==> src/rtl/qmpe_pkg.sv <==
// ----------------------------------------------------------------------------
// qmpe_pkg
// types, codes and widths shared by the mouse pulse emulator files
// ----------------------------------------------------------------------------
package qmpe_pkg;

  localparam int KIND_W  = 2;
  localparam int DELTA_W = 12;
  localparam int MAG_W   = 11;   // whole steps per move, up to 1024
  localparam int BTN_W   = 3;
  localparam int ROW_W   = 8;
  localparam int MROW_W  = 4;
  localparam int NDIR    = 4;
  localparam int FIRE_W  = 2;
  localparam int LINES_W = NDIR + FIRE_W;

  localparam int PENDING_CAP_DEF = 32;

  localparam logic [MROW_W-1:0] MOUSE_ROW_RST = 4'd9;
  localparam logic [ROW_W-1:0]  LAST_ROW_RST  = 8'hFF;

  localparam int DIR_UP    = 0;
  localparam int DIR_DOWN  = 1;
  localparam int DIR_LEFT  = 2;
  localparam int DIR_RIGHT = 3;

  typedef enum logic [KIND_W-1:0] {
    KIND_MOVE   = 2'd0,
    KIND_BUTTON = 2'd1,
    KIND_ROW    = 2'd2,
    KIND_RESET  = 2'd3
  } kind_t;

endpackage

==> src/rtl/quadrature_mouse_pulse_emulator_core.sv <==
// ----------------------------------------------------------------------------
// quadrature_mouse_pulse_emulator_core
// host mouse events in, emulated mouse lines of one keyboard row out
// ----------------------------------------------------------------------------
//  channel | ports                               | beat
//  --------+-------------------------------------+-----------------------------
//  in      | in_valid / in_ready, in_* fields    | one host event or row read
//  out     | out_valid / out_ready, out_row_lines| one line mask per input beat
//  cfg     | cfg_wr_en, cfg_wr_data              | mouse row, no handshake
//
//  one beat per cycle sustained while out_ready holds; out_valid rises once
//  the beat has passed the input register, then the state update and result
//  register; a stalled result holds in the result register while the input
//  register still takes one more beat; in_ready drops only when both are full
//  rst_n is synchronous; every state register clears in the same cycle
// ----------------------------------------------------------------------------
module quadrature_mouse_pulse_emulator_core import qmpe_pkg::*; #(
  parameter int PENDING_CAP = PENDING_CAP_DEF
) (
  input  logic                      clk,
  input  logic                      rst_n,
  input  logic                      cfg_wr_en,
  input  logic [MROW_W-1:0]         cfg_wr_data,
  input  logic                      in_valid,
  output logic                      in_ready,
  input  logic [KIND_W-1:0]         in_kind,
  input  logic signed [DELTA_W-1:0] in_move_dx,
  input  logic signed [DELTA_W-1:0] in_move_dy,
  input  logic [BTN_W-1:0]          in_button_index,
  input  logic                      in_button_pressed,
  input  logic [ROW_W-1:0]          in_selected_row,
  output logic                      out_valid,
  input  logic                      out_ready,
  output logic [LINES_W-1:0]        out_row_lines
);

  // pending counter width follows the cap; sums get one extra bit
  localparam int PEND_W = $clog2(PENDING_CAP + 1);
  localparam int SUM_W  = ((PEND_W > MAG_W) ? PEND_W : MAG_W) + 1;
  localparam logic [SUM_W-1:0] CAP_SUM = SUM_W'(PENDING_CAP);

  // configuration
  logic [MROW_W-1:0] mouse_row_r;

  // input register
  logic                      stg_v_r;
  kind_t                     stg_kind_r;
  logic signed [DELTA_W-1:0] stg_dx_r;
  logic signed [DELTA_W-1:0] stg_dy_r;
  logic [BTN_W-1:0]          stg_btn_r;
  logic                      stg_press_r;
  logic [ROW_W-1:0]          stg_row_r;

  // emulator state
  logic signed [1:0]   acc_x_r,  acc_x_nxt;
  logic signed [1:0]   acc_y_r,  acc_y_nxt;
  logic [PEND_W-1:0]   pend_r   [NDIR];
  logic [PEND_W-1:0]   pend_nxt [NDIR];
  logic [NDIR-1:0]     pulsed_r, pulsed_nxt;
  logic [ROW_W-1:0]    last_row_r, last_row_nxt;
  logic [FIRE_W-1:0]   fire_r,   fire_nxt;

  // result register
  logic                out_v_r;
  logic [LINES_W-1:0]  lines_r;

  // axis results
  logic signed [1:0]   ax_acc_nxt, ay_acc_nxt;
  logic [MAG_W-1:0]    ax_mag, ay_mag;
  logic                ax_neg, ay_neg;

  logic [MAG_W-1:0]    add_amt  [NDIR];
  logic [SUM_W-1:0]    pend_sum [NDIR];

  logic out_ld;
  logic was_sel;
  logic is_sel;

  // the stage moves into the result register whenever that register is free
  // or being emptied this cycle
  assign out_ld   = stg_v_r && (!out_v_r || out_ready);
  assign in_ready = !stg_v_r || out_ld;

  assign out_valid     = out_v_r;
  assign out_row_lines = lines_r;

  qmpe_axis u_axis_x (
    .acc      (acc_x_r),
    .delta    (stg_dx_r),
    .acc_nxt  (ax_acc_nxt),
    .step_mag (ax_mag),
    .step_neg (ax_neg)
  );

  qmpe_axis u_axis_y (
    .acc      (acc_y_r),
    .delta    (stg_dy_r),
    .acc_nxt  (ay_acc_nxt),
    .step_mag (ay_mag),
    .step_neg (ay_neg)
  );

  // route whole steps to their direction; the other side of each axis gets zero
  always_comb begin
    add_amt[DIR_RIGHT] = ax_neg ? '0 : ax_mag;
    add_amt[DIR_LEFT]  = ax_neg ? ax_mag : '0;
    add_amt[DIR_DOWN]  = ay_neg ? '0 : ay_mag;
    add_amt[DIR_UP]    = ay_neg ? ay_mag : '0;
    for (int d = 0; d < NDIR; d++) begin
      pend_sum[d] = SUM_W'(pend_r[d]) + SUM_W'(add_amt[d]);
    end
  end

  // row compare always against the current mouse row; the 0xff reset value of
  // last_row can never match a 4-bit row
  assign was_sel = (last_row_r == ROW_W'(mouse_row_r));
  assign is_sel  = (stg_row_r  == ROW_W'(mouse_row_r));

  always_comb begin
    acc_x_nxt    = acc_x_r;
    acc_y_nxt    = acc_y_r;
    pulsed_nxt   = pulsed_r;
    last_row_nxt = last_row_r;
    fire_nxt     = fire_r;
    for (int d = 0; d < NDIR; d++) begin
      pend_nxt[d] = pend_r[d];
    end
    unique case (stg_kind_r)
      KIND_MOVE: begin
        acc_x_nxt = ax_acc_nxt;
        acc_y_nxt = ay_acc_nxt;
        // saturate each counter at the cap
        for (int d = 0; d < NDIR; d++) begin
          pend_nxt[d] = (pend_sum[d] > CAP_SUM) ? PEND_W'(PENDING_CAP)
                                                : pend_sum[d][PEND_W-1:0];
        end
      end
      KIND_BUTTON: begin
        // only buttons 0 and 1 map to fire lines
        if (stg_btn_r[BTN_W-1:1] == '0) begin
          fire_nxt[stg_btn_r[0]] = stg_press_r;
        end
      end
      KIND_ROW: begin
        if (was_sel && !is_sel) begin
          // deselect edge: let go of the pulsed directions
          pulsed_nxt = '0;
        end else if (is_sel && !was_sel) begin
          // select edge: pulse one step per owed direction
          for (int d = 0; d < NDIR; d++) begin
            pulsed_nxt[d] = (pend_r[d] != '0);
            if (pend_r[d] != '0) begin
              pend_nxt[d] = pend_r[d] - PEND_W'(1);
            end
          end
        end
        last_row_nxt = stg_row_r;
      end
      KIND_RESET: begin
        acc_x_nxt    = '0;
        acc_y_nxt    = '0;
        pulsed_nxt   = '0;
        last_row_nxt = LAST_ROW_RST;
        fire_nxt     = '0;
        for (int d = 0; d < NDIR; d++) begin
          pend_nxt[d] = '0;
        end
      end
      default: begin
      end
    endcase
  end

  // configuration register
  always_ff @(posedge clk) begin
    if (!rst_n) begin
      mouse_row_r <= MOUSE_ROW_RST;
    end else if (cfg_wr_en) begin
      mouse_row_r <= cfg_wr_data;
    end
  end

  // input register
  always_ff @(posedge clk) begin
    if (!rst_n) begin
      stg_v_r <= 1'b0;
    end else if (in_ready) begin
      stg_v_r <= in_valid;
    end
  end

  always_ff @(posedge clk) begin
    if (in_ready && in_valid) begin
      stg_kind_r  <= kind_t'(in_kind);
      stg_dx_r    <= in_move_dx;
      stg_dy_r    <= in_move_dy;
      stg_btn_r   <= in_button_index;
      stg_press_r <= in_button_pressed;
      stg_row_r   <= in_selected_row;
    end
  end

  // state commits together with the result that shows it
  always_ff @(posedge clk) begin
    if (!rst_n) begin
      acc_x_r    <= '0;
      acc_y_r    <= '0;
      pulsed_r   <= '0;
      last_row_r <= LAST_ROW_RST;
      fire_r     <= '0;
      for (int d = 0; d < NDIR; d++) begin
        pend_r[d] <= '0;
      end
    end else if (out_ld) begin
      acc_x_r    <= acc_x_nxt;
      acc_y_r    <= acc_y_nxt;
      pulsed_r   <= pulsed_nxt;
      last_row_r <= last_row_nxt;
      fire_r     <= fire_nxt;
      for (int d = 0; d < NDIR; d++) begin
        pend_r[d] <= pend_nxt[d];
      end
    end
  end

  // result register
  always_ff @(posedge clk) begin
    if (!rst_n) begin
      out_v_r <= 1'b0;
    end else if (out_ld) begin
      out_v_r <= 1'b1;
    end else if (out_ready) begin
      out_v_r <= 1'b0;
    end
  end

  always_ff @(posedge clk) begin
    if (out_ld) begin
      lines_r <= {fire_nxt, pulsed_nxt};
    end
  end

endmodule

==> src/rtl/qmpe_axis.sv <==
// ----------------------------------------------------------------------------
// qmpe_axis
// one motion axis: half-step accumulate, whole steps truncated toward zero
// ----------------------------------------------------------------------------
module qmpe_axis import qmpe_pkg::*; (
  input  logic signed [1:0]         acc,
  input  logic signed [DELTA_W-1:0] delta,
  output logic signed [1:0]         acc_nxt,
  output logic [MAG_W-1:0]          step_mag,
  output logic                      step_neg
);

  localparam int SUM_W = DELTA_W + 1;

  logic signed [SUM_W-1:0] sum;
  logic signed [SUM_W-1:0] whole;
  logic signed [SUM_W-1:0] whole_abs;
  logic                    odd;
  logic                    neg;

  always_comb begin
    sum   = SUM_W'(acc) + SUM_W'(delta);
    odd   = sum[0];
    neg   = sum[SUM_W-1];
    // bias negative odd sums up by one so the shift rounds toward zero
    whole = (sum + $signed(SUM_W'({1'b0, neg & odd}))) >>> 1;
    whole_abs = whole[SUM_W-1] ? -whole : whole;
    step_neg  = whole[SUM_W-1];
    step_mag  = whole_abs[MAG_W-1:0];
    // remainder keeps the sign of the sum
    if (!odd) begin
      acc_nxt = 2'sd0;
    end else if (neg) begin
      acc_nxt = -2'sd1;
    end else begin
      acc_nxt = 2'sd1;
    end
  end

endmodule

==> config.mk <==
export PLATFORM = sky130hd
export DESIGN_NAME = quadrature_mouse_pulse_emulator_core
export DESIGN_NICKNAME = d
export VERILOG_FILES = /design/src/rtl/qmpe_pkg.sv /design/src/rtl/quadrature_mouse_pulse_emulator_core.sv /design/src/rtl/qmpe_axis.sv
export SDC_FILE = /design/constraint.sdc
export NUM_CORES = 1
export LEC_CHECK = 0
export BUFFER_PORTS_ARGS = -buffer_cell sky130_fd_sc_hd__buf_4
export CAP_MARGIN = 15
export CORE_MARGIN = 3
export CORE_UTILIZATION = 40
export DETAILED_ROUTE_END_ITERATION = 6
export PLACE_DENSITY = 0.58
export SETUP_SLACK_MARGIN = 0.1
export SYNTH_ARGS = -nofsm -noshare
export SYNTH_HDL_FRONTEND = slang
export SYNTH_SLANG_ARGS = --single-unit
==> constraint.sdc <==
create_clock -name clk -period 8.7 [get_ports clk]
set_clock_uncertainty 0.2 [all_clocks]
set_input_delay 1.74 -clock clk [delete_from_list [all_inputs] [get_ports clk]]
set_output_delay 1.74 -clock clk [all_outputs]
set_load 0.005 [all_outputs]
==> flow_summary.ini, run 1 <==
[yosys]
synth_compound_area_frac = 0.1913
syn_avg_cell_area_um2 = 9.217
synth_top_area_share = 0.2603
netlist_area_mm2 = 0.007844
yosysTopAreaCell = edfxtp_1
synth_top_family_by_area = simple AND/OR/NAND/NOR gates
dominantRegCellSynth = edfxtp_1
async_flop_share = 0
synth-edff-count = 68
synthAdderAreaFrac = 0.1110
synth.area.top_cells = edfxtp_1, ha_1, xnor2_1, dfxtp_1, nor2_1
netlist_instances = 851
syn-num-nets = 964
synth.area.mux_share = 0.02855
synth_warnings = 0
yosys.area_share.simple = 0.2123
synth_seq_area_share = 0.3216
synth_xor_area_frac = 0.1024
ys_seq_elements = 92
synth.distinct_cells = 81

[outcome]
status = finished, final reports clean

[cts]
cts-resized-gates = 0
clk_pin_slew_ns = 0.07
cts.sinks = 92
cts_root_buf = clkbuf_16
holdBufCountCts = 0
cts_setup_buffers = 0
cts_max_level = 3
numCtsBuffers = 9
clock_latency_ns = 0.34
cts_tree = done
clock_path_buffers = 2

[route]
drc = 0
antenna_left = 0
vias = 6311
wire_per_inst_um = 15.00
first_pass_iters = 5
drt-vias-per-instance = 5.413
wl_um = 17490
drtIter0Drc = 293

[die]
core_mm2 = 0.01896
die_y_um = 146.0
fp.dieW_um = 146.0
dieArea_mm2 = 0.02133
num_io_pins = 55
num_rows = 50
initial_core_util = 0.4138

[global_routing]
grt_max_degree = 39
gr-total-overflow = 0
grt_pass1_vias = 6155
antenna_found_initial = 0
grtUsageTotal = 0.1627
grt_pass1_wl_um = 29390

[setup_path]
r2r_cells = 28
endpoint = pend_r[0][3]
cp_max_fo = 19
reg2reg_slack_ns = 1.69
start_kind = flip-flop
worstPathArrival_ns = 6.85
critical_path.startpoint = acc_y_r[1]
required_ns = 8.54
rr_startpoint = acc_y_r[1]
max_stage_delay_ns = 0.64
endpoint_kind = flip-flop
critPathSlowestCell = dfxtp_1
path_class = flip-flop to flip-flop
rr_endpoint = pend_r[0][3]

[timing]
setup_tns_ns = 0
worst_pin_slew_ns = 1.028
fin_crit_sh = 0.8053
fmax_ghz = 0.1427
setup_slack_ns = 1.694
hold_violations = 0
drv_slew = 0
maxSlewHeadroom = 0.3128
rsz0062_at_grt = false
setup_violations = 0
period_needed_ns = 7.006

[placed_design]
dp_slack_ns = 1.754
routabilityCongestion = 0.8248
port_buffers = 54
place.detailed.hpwl_um = 13850
dp.cells = 1150

[pwr]
p_leak_nw = 3.496
cellPowerDensity_mw_per_mm2 = 148.4
peakVddDrop_mv = 0.09153
p_total_mw = 1.308

[cells_and_area]
finalNetCount = 1014
antennaDiodeCount = 0
nFillCells = 1856
layout-drive-gt1-share = 0.1126
final_common_cell = nor2_1
postLayoutCoreUtil = 0.4650
final_cell_mix = nor2_1, edfxtp_1, ha_1
final_cells = 1166
area_growth_pct = 12.36

[flow_run]
drv_cap = 0

[hold_path]
holdPathStages = 1
hold_path_class = flip-flop to flip-flop
power by group:
part	switching (mW)	total [mW]	leakage [nW]	internal, mW
clock network	0.177	0.393	0.144	0.215
registers	0.0190	0.517	0.878	0.498
logic	0.232	0.398	2.47	0.166
registers in the layout, indices dropped and copies added (netlist names), 2 cells and up:
| register | count |
|---|---|
| pend_r | 24 |
| stg_dy_r | 12 |
| fire_r | 2 |
| stg_dx_r | 12 |
| stg_row_r | 8 |
| pulsed_r | 4 |
| acc_y_r | 2 |
| stg_btn_r | 3 |
| mouse_row_r | 4 |
| stg_kind_r | 2 |
| last_row_r | 8 |
| out_row_lines | 6 |
| acc_x_r | 2 |
worst min-delay path by stage:
stage	from	endpoint	slack [ns]
2_1_floorplan	stg_v_r	out_valid	0.28
3_3_place_gp	pulsed_r[3]	pulsed_r[3]	0.30
3_5_place_dp	stg_v_r	out_valid	0.30
4_1_cts	stg_v_r	out_valid	0.32
5_1_grt	last_row_r[4]	last_row_r[4]	0.35
6_report	stg_v_r	out_valid	0.31
critical path: cells and delay by family (launching register included):
| family | cells | cell delay [ns] |
|---|---|---|
| compound gates | 10 | 2.36 |
| xor+xnor | 1 | 0.16 |
| fa+ha+maj | 4 | 1.14 |
| buf+inv | 3 | 0.35 |
| flops | 1 | 0.64 |
| mux | 1 | 0.27 |
| simple gates | 9 | 1.60 |
layer usage:
metal / up-vias / routed length [um] / track usage
li1: 3269 / - / -
met4: 0 / 314 / 0.04421
met1: 2958 / 8575 / 0.2239
met3: 14 / 337 / 0.01986
met5: - / 0 / 0
met2: 70 / 8267 / 0.2717
synth_stat cells (all sizes together) (10+ instances only):
master / instances
a211oi: 10
a21o: 19
a21oi: 43
a31oi: 10
and2: 22
clkbuf: 10
dfxtp: 24
edfxtp: 68
ha: 60
inv: 47
mux2i: 19
nand2: 45
nand3: 35
nand4: 14
nor2: 78
nor2b: 26
nor3: 34
nor3b: 11
o21ai: 33
o22ai: 10
o32ai: 11
xnor2: 56
xor2: 33
layout make-up:
class	instances	area [um^2]	share of cell area
timing repair buffer	57	427.9	0.04855
tap	260	325.3	0.03691
clock inverter	5	42.54	0.004827
inverter	47	176.4	0.02002
clock buffer	11	254.0	0.02882
multi-input combinational	694	5065	0.5747
sequential	92	2522	0.2862
logic make-up after synthesis:
logic type      count (synthesis)
fa+ha+maj                      66
mux                            22
xor+xnor                       90
compound gates                203
simple gates                  313
buf+inv                        65
flops                          92
metrics by stage:
| step | cell area [um^2] | hold WS (ns) |
|---|---|---|
| 6_report | 8813 | 0.3142 |
| 5_1_grt | 8813 | 0.3529 |
| 4_1_cts | 8813 | 0.3208 |
| 3_5_place_dp | 8517 | 0.3034 |
| 3_3_place_gp | 8517 | 0.2988 |
| 2_1_floorplan | 7844 | 0.2768 |
Power figures use the tool's default switching activity.
==> run 2: changes to the inputs <==
- PLACE_DENSITY: 0.58 -> 0.6
- clock period: 8.7 -> 6.3 ns (I/O delays scaled with it)
==> run 2 against run 1 <==
Critical endpoint is now pend_r[3][5]. Maximum frequency rose by 19%. Largest cell class unchanged. Final area rose by 3.2%. Wire length rose by 2.6%. Total power rose by 41%. Clock power rose by 42%. Critical path depth fell by 4. Setup slack got worse by 1.3 ns. Register-to-register slack got worse by 1.3 ns.
==> flow_summary.ini, run 2 (same netlist as run 1, synthesis figures left out) <==
[setup_path]
worstPathArrival_ns = 5.77
rr_startpoint = acc_x_r[1]
path_buf_inv = 1
critical_path.startpoint = acc_x_r[1]
cp_max_fo = 13
cpLargestDelayFamily = compound AO/OA/AOI/OAI gates
critPathSlowestCell = or4_4
required_ns = 6.18
crit_path_frequent_cell = ha_1
max_stage_delay_ns = 0.50
endpoint_kind = flip-flop
start_kind = flip-flop
path_cells = ha_1 > a21oi_1 > o22ai_1 > a211oi_4 > a21o_2 > and2_1 > ha_1 > and4_2 > nand3_1 > or4_4 > and2_4 > buf_4 > nor2_1 > ha_1 > a21o_1 > a21oi_1 > nor2b_1 > o21a_1 > nor2_2 > nor3b_1 > a211oi_1 > o211ai_1 > a211oi_2 > o22ai_1
path_class = flip-flop to flip-flop

[cts]
cts_root_buf = clkbuf_16
cts.sinks = 92
clock_path_buffers = 2
cts_max_level = 3
clock_latency_ns = 0.35
clk_pin_slew_ns = 0.07
cts_tree = done
numCtsBuffers = 9

[die]
core_mm2 = 0.01896
initial_core_util = 0.4138
num_io_pins = 55
dieArea_mm2 = 0.02133
die_y_um = 146.0
num_rows = 50
fp.dieW_um = 146.0

[timing]
maxSlewHeadroom = 0.3599
setup_violations = 0
fmax_ghz = 0.1698
drv_slew = 0
hold_violations = 0
period_needed_ns = 5.891
rsz0062_at_grt = false
fin_crit_sh = 0.9350
worst_pin_slew_ns = 0.9602
hold_slack_ns = 0.3076

[placed_design]
port_buffers = 54
place.detailed.hpwl_um = 14130
postPlaceCellArea_mm2 = 0.008643
routabilityCongestion = 0.8491

[cells_and_area]
final_common_cell = buf_4
stdcell_area_mm2 = 0.009092
antennaDiodeCount = 0
nFillCells = 1806
largest_register_ffs = 24
largest-register = pend_r
layout-drive-gt1-share = 0.1547
area_growth_pct = 15.92
finalNetCount = 1039
final_cell_mix = buf_4, nor2_1, edfxtp_1
top_regs = pend_r (24), stg_dx_r (12), stg_dy_r (12)

[global_routing]
grtUsageTotal = 0.1706
grt_pass1_vias = 6230
grt_max_degree = 39
gr-total-overflow = 0
antenna_found_initial = 0
grt_pass1_wl_um = 30680

[route]
drc = 0
antenna_left = 0
wl_um = 17950
wire_per_inst_um = 15.07
first_pass_iters = 5
drtIter0Drc = 353
drt-vias-per-instance = 5.392
vias = 6422

[hold_path]
min_from = stg_v_r
hold_path_class = flip-flop to flip-flop

[pwr]
cellPowerDensity_mw_per_mm2 = 203.1
peakVddDrop_mv = 0.1313
p_leak_nw = 3.661

[flow_run]
drv_cap = 0

[outcome]
status = finished, final reports clean
[run 2: final cells by class]
type / instances / area, um^2 / area share
clock buffer: 10 / 239.0 / 0.02628
timing repair buffer: 82 / 615.6 / 0.06770
clock inverter: 6 / 67.56 / 0.007431
sequential: 92 / 2530 / 0.2782
inverter: 47 / 176.4 / 0.01940
tap: 260 / 325.3 / 0.03578
multi-input combinational: 694 / 5139 / 0.5652
[run 2: path summary, 6_finish.rpt]
path         slack [ns]           end  cells after the start
max                0.41  pend_r[3][5]                     24
min                0.31     out_valid                      1
max reg2reg        0.41  pend_r[3][5]                     24
min reg2reg        0.31     out_valid                      1
[run 2: layer usage]
metal	up-vias	track usage	part of all wire
li1	3328	-	-
met1	3009	0.2393	0.49
met2	72	0.2822	0.48
met3	13	0.02017	0.020
met4	0	0.04186	0.012
met5	-	0	0
[run 2: timing repair]
item / 4_1_cts / 5_1_grt
endpoints found under the setup margin: 1 / 24
resized for setup: 1 / 17
cloned: 0 / 0
hold buffers: 0 / 0
pin swaps: 0 / 5
buffers inserted: 0 / 10
[run 2: power breakdown]
| part | internal (mW) | switching, mW |
|---|---|---|
| logic | 0.247 | 0.329 |
| registers | 0.687 | 0.0267 |
| clock network | 0.321 | 0.235 |
| total | 1.26 | 0.591 |
[run 2: stage by stage]
step	cells	util	setup WS (ns)	total power, mW	TNS [ns]
after floorplan	851	-	0.1627	1.144	0
after detailed placement	1165	0.4560	-0.03964	1.288	-0.03964
after CTS	1181	0.4722	0.1359	1.852	0
after global routing	1191	0.4797	0.04167	1.970	0
final	1191	0.4797	0.4093	1.847	0
after global placement	1165	0.4560	-0.03592	1.288	-0.03592
==> run 3: changes to the inputs <==
- CTS_BUF_LIST: unset -> sky130_fd_sc_hd__clkbuf_2 sky130_fd_sc_hd__clkbuf_4 sky130_fd_sc_hd__clkbuf_8
==> run 3 against run 2 <==
Final area decreased by 1.2%. Global-route usage decreased by 0.14 points. Worst hold slack improved by 0.012 ns. Clock power down 25%. Die area unchanged. Via count fell by 0.36%. Maximum frequency rose by 0.10%. Core utilization shrank 0.57 points. Critical path type unchanged. Register-to-register slack barely moved. Largest power group unchanged. Sequential share of layout area is 0.33 points higher. Setup slack better by 0.0059 ns. Combinational power barely moved.
==> flow_summary.ini, run 3 (same netlist as run 1, synthesis figures left out) <==
[global_routing]
grtUsageTotal = 0.1691
grt_pass1_vias = 6216
grt_pass1_wl_um = 30530
grt_max_degree = 39
gr-total-overflow = 0
antenna_found_initial = 0

[route]
drt-met1-wl_um = 8756
wl_met2_um = 8546
drtIter0Drc = 365
antenna_left = 0
met3_length_um = 367
drc = 0
wire_per_inst_um = 15.03
drt-vias-per-instance = 5.373
top_layer_used = met4
vias = 6399
wl_um = 17900
first_pass_iters = 5

[die]
core_mm2 = 0.01896
fp.dieW_um = 146.0
die_y_um = 146.0
num_rows = 50
dieArea_mm2 = 0.02133
num_io_pins = 55
initial_core_util = 0.4138

[setup_path]
reg2reg_slack_ns = 0.42
path_class = flip-flop to flip-flop
start_kind = flip-flop
r2r_cells = 24
required_ns = 6.21
endpoint_kind = flip-flop
cp_max_fo = 13
worstPathArrival_ns = 5.79
rr_startpoint = acc_x_r[1]
rr_endpoint = pend_r[3][5]

[cts]
cts_max_level = 3
numCtsBuffers = 9
cts_tree = done
clock_path_buffers = 2
clock_latency_ns = 0.37
clk_pin_slew_ns = 0.10
cts_root_buf = clkbuf_8
holdBufCountCts = 0
cts.sinks = 92

[placed_design]
port_buffers = 54
routabilityCongestion = 0.8491
postPlaceCellArea_mm2 = 0.008643
place.detailed.hpwl_um = 14130
dp_slack_ns = -0.03964
dp.cells = 1165

[timing]
maxSlewHeadroom = 0.3697
setup_tns_ns = 0
drv_slew = 0
period_needed_ns = 5.885
rsz0062_at_grt = false
fmax_ghz = 0.1699
hold_violations = 0
fin_crit_sh = 0.9341
worst_pin_slew_ns = 0.9455
setup_slack_ns = 0.4153
setup_violations = 0

[cells_and_area]
largest-register = pend_r
largest_register_ffs = 24
final_common_cell = buf_4
area_growth_pct = 14.55
final_cells = 1191
finalNetCount = 1039
stdcell_area_mm2 = 0.008985
final_cell_mix = buf_4, nor2_1, edfxtp_1
antennaDiodeCount = 0
nFillCells = 1816
layout-drive-gt1-share = 0.1536
top_regs = pend_r (24), stg_dx_r (12), stg_dy_r (12)

[pwr]
p_total_mw = 1.706
peakVddDrop_mv = 0.08947
cellPowerDensity_mw_per_mm2 = 189.8
p_leak_nw = 3.614

[hold_path]
min_from = stg_v_r
holdPathStages = 1
holdPathEnd = out_valid
hold_path_class = flip-flop to flip-flop

[outcome]
status = finished, final reports clean

[flow_run]
drv_cap = 0
==> run 3: cell counts in the layout (fill, tap and decap cells not counted) <==
Identical to the previous run, type by type.
==> run 3: routing by layer <==
| metal | track usage | up-vias |
|---|---|---|
| met2 | 0.2805 | 74 |
| met1 | 0.2374 | 2988 |
| li1 | - | 3324 |
| met3 | 0.01738 | 13 |
| met4 | 0.04374 | 0 |
| met5 | 0 | - |
==> run 3: worst max-delay path: stages, from the launching register on <==
cell and delay, ns:
dfxtp_4 0.41, ha_1 0.39, a21oi_1 0.30, o22ai_1 0.21, a211oi_4 0.33, a21o_2 0.19
and2_1 0.13, ha_1 0.19, and4_2 0.27, nand3_1 0.17, or4_4 0.50, and2_4 0.18
buf_4 0.13, nor2_1 0.10, ha_1 0.27, a21o_1 0.19, a21oi_1 0.21, nor2b_1 0.09
o21a_1 0.18, nor2_2 0.14, nor3b_1 0.08, a211oi_1 0.23, o211ai_1 0.14, a211oi_2 0.30
o22ai_1 0.10
==> run 3: what timing repair did <==
| item | CTS | global route |
|---|---|---|
| setup endpoints to repair | 1 | 24 |
| pin swaps | 0 | 5 |
| buffers inserted | 0 | 10 |
| resized for setup | 1 | 16 |
==> run 3: how the worst max path moves through the flow <==
stage | from | to | slack [ns] | cells past startpoint
finish | acc_x_r[1] | pend_r[3][5] | 0.42 | 24
global placement | acc_x_r[1] | pend_r[3][5] | -0.04 | 24
detailed placement | acc_x_r[1] | pend_r[3][5] | -0.04 | 24
floorplan | acc_y_r[1] | pend_r[0][5] | 0.16 | 28
global route | acc_y_r[1] | pend_r[1][4] | 0.07 | 29
CTS | acc_x_r[1] | pend_r[3][5] | 0.13 | 24
==> run 3: report_power, final <==
group | internal [mW] | total (mW) | switching (mW)
logic | 0.247 | 0.576 | 0.329
registers | 0.686 | 0.713 | 0.0267
clock network | 0.197 | 0.417 | 0.219
total | 1.13 | 1.71 | 0.575
==> run 3: cell type report <==
class	count	area [um^2]	area share
clock buffers	10	137.6	0.01532
clock inverters	6	67.56	0.007520
inverters	47	176.4	0.01964
multi-input cells	694	5132	0.5712
flip-flops and latches	92	2530	0.2816
well taps	260	325.3	0.03621
repair buffers	82	615.6	0.06851
==> run 3: metrics by stage <==
stage | utilization | hold WS (ns)
floorplan | - | 0.2768
CTS | 0.4669 | 0.3225
global route | 0.4740 | 0.3494
global placement | 0.4560 | 0.2960
detailed placement | 0.4560 | 0.2977
finish | 0.4740 | 0.3194
